### src/rtl/rpm_map.sv
module rpm_map #(
  parameter int unsigned DEPTH = 1024,
  parameter int unsigned AW    = 10
) (
  input  logic          clk_i,
  input  logic          we_i,
  input  logic [AW-1:0] waddr_i,
  input  logic [1:0]    wdata_i,
  input  logic [AW-1:0] raddr_i,
  output logic [1:0]    rdata_o
);

  logic [1:0] mem [DEPTH];
  logic [1:0] rdata_q;

  // One write and one registered read per cycle.
  always_ff @(posedge clk_i) begin
    if (we_i) begin
      mem[waddr_i] <= wdata_i;
    end
    rdata_q <= mem[raddr_i];
  end

  assign rdata_o = rdata_q;

endmodule

### config.mk
export PLATFORM = sky130hd
export DESIGN_NAME = rpm_map
export DESIGN_NICKNAME = d
export VERILOG_FILES = /design/src/rtl/rpm_map.sv
export SDC_FILE = /design/constraint.sdc
export NUM_CORES = 2
export LEC_CHECK = 0
export ABC_AREA = 1
export ABC_CLOCK_PERIOD_IN_PS = 2500
export BUFFER_PORTS_ARGS = -buffer_cell sky130_fd_sc_hd__buf_2
export CAP_MARGIN = 0
export CORE_MARGIN = 4
export CORE_UTILIZATION = 55
export CTS_CLUSTER_SIZE = 20
export DETAILED_ROUTE_END_ITERATION = 6
export GPL_ROUTABILITY_DRIVEN = 0
export PLACE_DENSITY = 0.76
export SETUP_SLACK_MARGIN = 0.5
export SYNTH_ARGS = -nofsm -noshare
export SYNTH_HDL_FRONTEND = slang
export SYNTH_SLANG_ARGS = --single-unit
### constraint.sdc
create_clock -name clk_i -period 2.5 [get_ports clk_i]
set_input_delay 0.25 -clock clk_i [delete_from_list [all_inputs] [get_ports clk_i]]
set_output_delay 0.25 -clock clk_i [all_outputs]
set_load 0.02 [all_outputs]
==> metrics.txt <==
share of synthesized cell area in full adder, half adder and majority cells=0%; Crit Path Max Fanout=1; vias in the first global route=61700; Post-layout nets=7927; sequential cell area=0.0615 mm2; area added between synthesis and finish=12.2%; Setup crit end kind=primary output; Overall Global Routing Usage=30.5%; launching element type of the critical path=flip-flop; critical-path cell list=buf_2; clock tree from TritonCTS=done; fraction of layout cells with a size suffix above 1=8.35%; number of antenna violations at the first check in global routing=9; detailed-routing wirelength on met1=87200 um; clock transition at the registers of the reported paths=0.06 ns; complex-gate fraction of the synthesized area=0%; clock latency on the worst-skew pair=0.82 ns; final clock period utilization by the worst path=79.1%; switching part of the total=22.5%; Setup CP Type=flip-flop to primary output; global route total overflow=0; Leak=33.3 nW; max-cap violations=0; highest cell delay on the worst timing path=0.64 ns; highest routing layer actually used=met5; Detailed Route WL=252000 um; start point of the worst min-delay path=waddr_i[4]; area of the core region=0.157 mm2; status=finished clean; count of input and output buffers=25; buffers from clock root to sink, at most=3; library cell with the highest instance count after synthesis=nand2_1; clock period minus final worst setup slack=1.98 ns; area of the multi-input gates=0.0224 mm2; post-synth design cell area=0.0870 mm2; required time at the endpoint of the critical path=2.25 ns; remaining routing DRC violations=0; dominant combinational cell family by area after synthesis=simple AND/OR/NAND/NOR gates; share of synthesized area spent on multiplexers=0%; number of enable-type register cells in the synthesized netlist=2048; die height=406 um; worst-margin pin slew=0.973 ns; pin count of the biggest net entering global routing=136; headroom to the max-slew limit=35.2%; via count=63400; mean instance size in the synthesized netlist=10.9 um2; total of endpoints with negative setup slack in the final report=0; initial cell density of the core=55.5%; wire length per cell after detailed routing=24.8 um; share of power burned in the clock network=40.4%; register bit total from synthesis=2050; highest clock rate=506 MHz; post-synth cell types=17; hold violation count in the final report=0; share of the synthesized area in the top cell type=70.7%; overall die width=406 um; Buf+Inv Stages, Crit Path=1; combinational share of power=6.6%; CTS Sinks=2050; peak supply drop=0.786 mV; Net Count, Synth=8000; Crit path arrival time=1.73 ns; most used flip-flop cell after synthesis=edfxtp_1; post-detail-place hpwl=137000 um; cells taking the most area after synthesis=edfxtp_1 71%, nand3_1 12%, nand2_1 9.1%; Synth area leader=edfxtp_1; library cell used as clock root buffer=clkbuf_16; share of synthesized cell area in and, or, nand and nor gates=25.6%; post-synthesis sequential area ratio=70.8%; initial detailed-routing violation count=9724; Mapped Cells=7976; most numerous cell types in the synthesized netlist=2119 x nand2_1, 2049 x nand3_1, 2048 x edfxtp_1, 1039 x nor2_1, 260 x clkbuf_1; cell type group with the largest total delay on the critical path=flip-flops; Async S/R FF share, synth=0%; floorplan die area=0.165 mm2; num ports=26; total clock buffers created by CTS=196; Met2 Wirelength=116000 um; vias per cell=6.26; remaining number of nets flagged by the antenna check after routing=0; post-layout instance count excluding filler cells=10100; Worst Setup SP=rdata_o[0]; class of the tightest hold or removal check=input port to flip-flop; net load switching power=0.0160 W; Reg power frac=53.0%; Met3 Wirelength=36000 um; number of detailed-route iterations in the first pass=7; summed negative setup slack over all endpoints=0 ns; number of levels in the clock H-tree=4; share of the synthesized netlist area taken by xor and xnor gates=0%; critical path's slowest cell=dfxtp_1; maximum clock skew at final layout=0.0206 ns; global-route wire length before repair=374000 um; internal power contribution=0.0553 W; standard-cell row count=145; reg-to-reg startpoint=mem[445][1]; setup repair after global routing missed its margin=no; power density of the placed cells=732 mW/mm2; yosys warns=0; final-layout fill cell count=11700; cell total after placement=9754; max-slew violations=0
[logic make-up after synthesis]
family / count (synthesis)
buffers and inverters: 690
DFF: 2050
and+or+nand+nor: 5236
[placed cells by master, fill, tap and decap left out, types with 24 or more instances in the layout]
master     instances
clkbuf_16        199
nand3_1         2041
inv_1             37
nor2_1          1039
clkinv_1          41
buf_4            199
clkinv_2          42
edfxtp_1        2048
buf_12           146
clkbuf_1          55
nand2_1         2098
nor3_1            24
[metrics by stage]
step | setup WS [ns] | utilization (%) | total power, W | hold WS (ns) | instance area (um2)
3_5_place_dp | 0.0501 | 58.2 | 0.0431 | 0.625 | 91300
4_1_cts | 0.566 | 62.2 | 0.0714 | 0.0165 | 97500
3_3_place_gp | 0.0250 | 58.2 | 0.0430 | 0.637 | 91300
5_1_grt | 0.512 | 62.2 | 0.0732 | 0.0899 | 97500
6_report | 0.522 | 62.2 | 0.0714 | 0.0829 | 97500
2_1_floorplan | 0.616 | - | 0.0410 | 0.349 | 87000
[routing by layer]
| layer | global-route usage (%) | vias up |
|---|---|---|
| met5 | 0 | - |
| met4 | 14.8 | 10 |
| met2 | 48.1 | 4532 |
| met1 | 39.6 | 30500 |
| li1 | - | 27600 |
| met3 | 7.89 | 780 |
[power by group through the flow]
stage	Combinational [W]	Sequential (W)	Clock (W)
after floorplan	0.00239	0.0386	0
after global placement	0.00445	0.0386	0
after detailed placement	0.00454	0.0386	0
after CTS	0.00458	0.0378	0.0289
after global routing	0.00500	0.0378	0.0304
final	0.00471	0.0378	0.0288
[state kept, by name, indices dropped and copies added, names as in the netlist]
name	cells
rdata_o	2
mem	2048
[timing repair]
item,4_1_cts,5_1_grt
hold buffers,5,0
endpoints found under the setup margin,0,54
setup buffers,0,4
endpoints found under the hold margin,107,0
resized for setup,0,2
[layout make-up]
| class | count | share of cell area, % |
|---|---|---|
| flip-flops and latches | 2050 | 63.1 |
| multi-input cells | 5236 | 23.0 |
| clock buffers | 254 | 5.32 |
| repair buffers | 374 | 4.76 |
| well taps | 2058 | 2.64 |
| clock inverters | 110 | 0.998 |
| inverters | 45 | 0.212 |
| diodes | 7 | 0.0180 |
[final timing paths]
kind,endpoint,slack [ns],cells past startpoint
worst max register to register,rdata_o[1],0.58,12
worst min-delay path,mem[779][1],0.08,4
worst min register to register,rdata_o[0],1.14,12
worst max-delay path,rdata_o[0],0.52,1
[tightest hold or removal path, stage by stage]
cell,delay (ns)
buf_2,0.12
nor2_1,0.09
nand2_1,0.16
nor3_1,0.10
(Power assumes the default switching activity.)
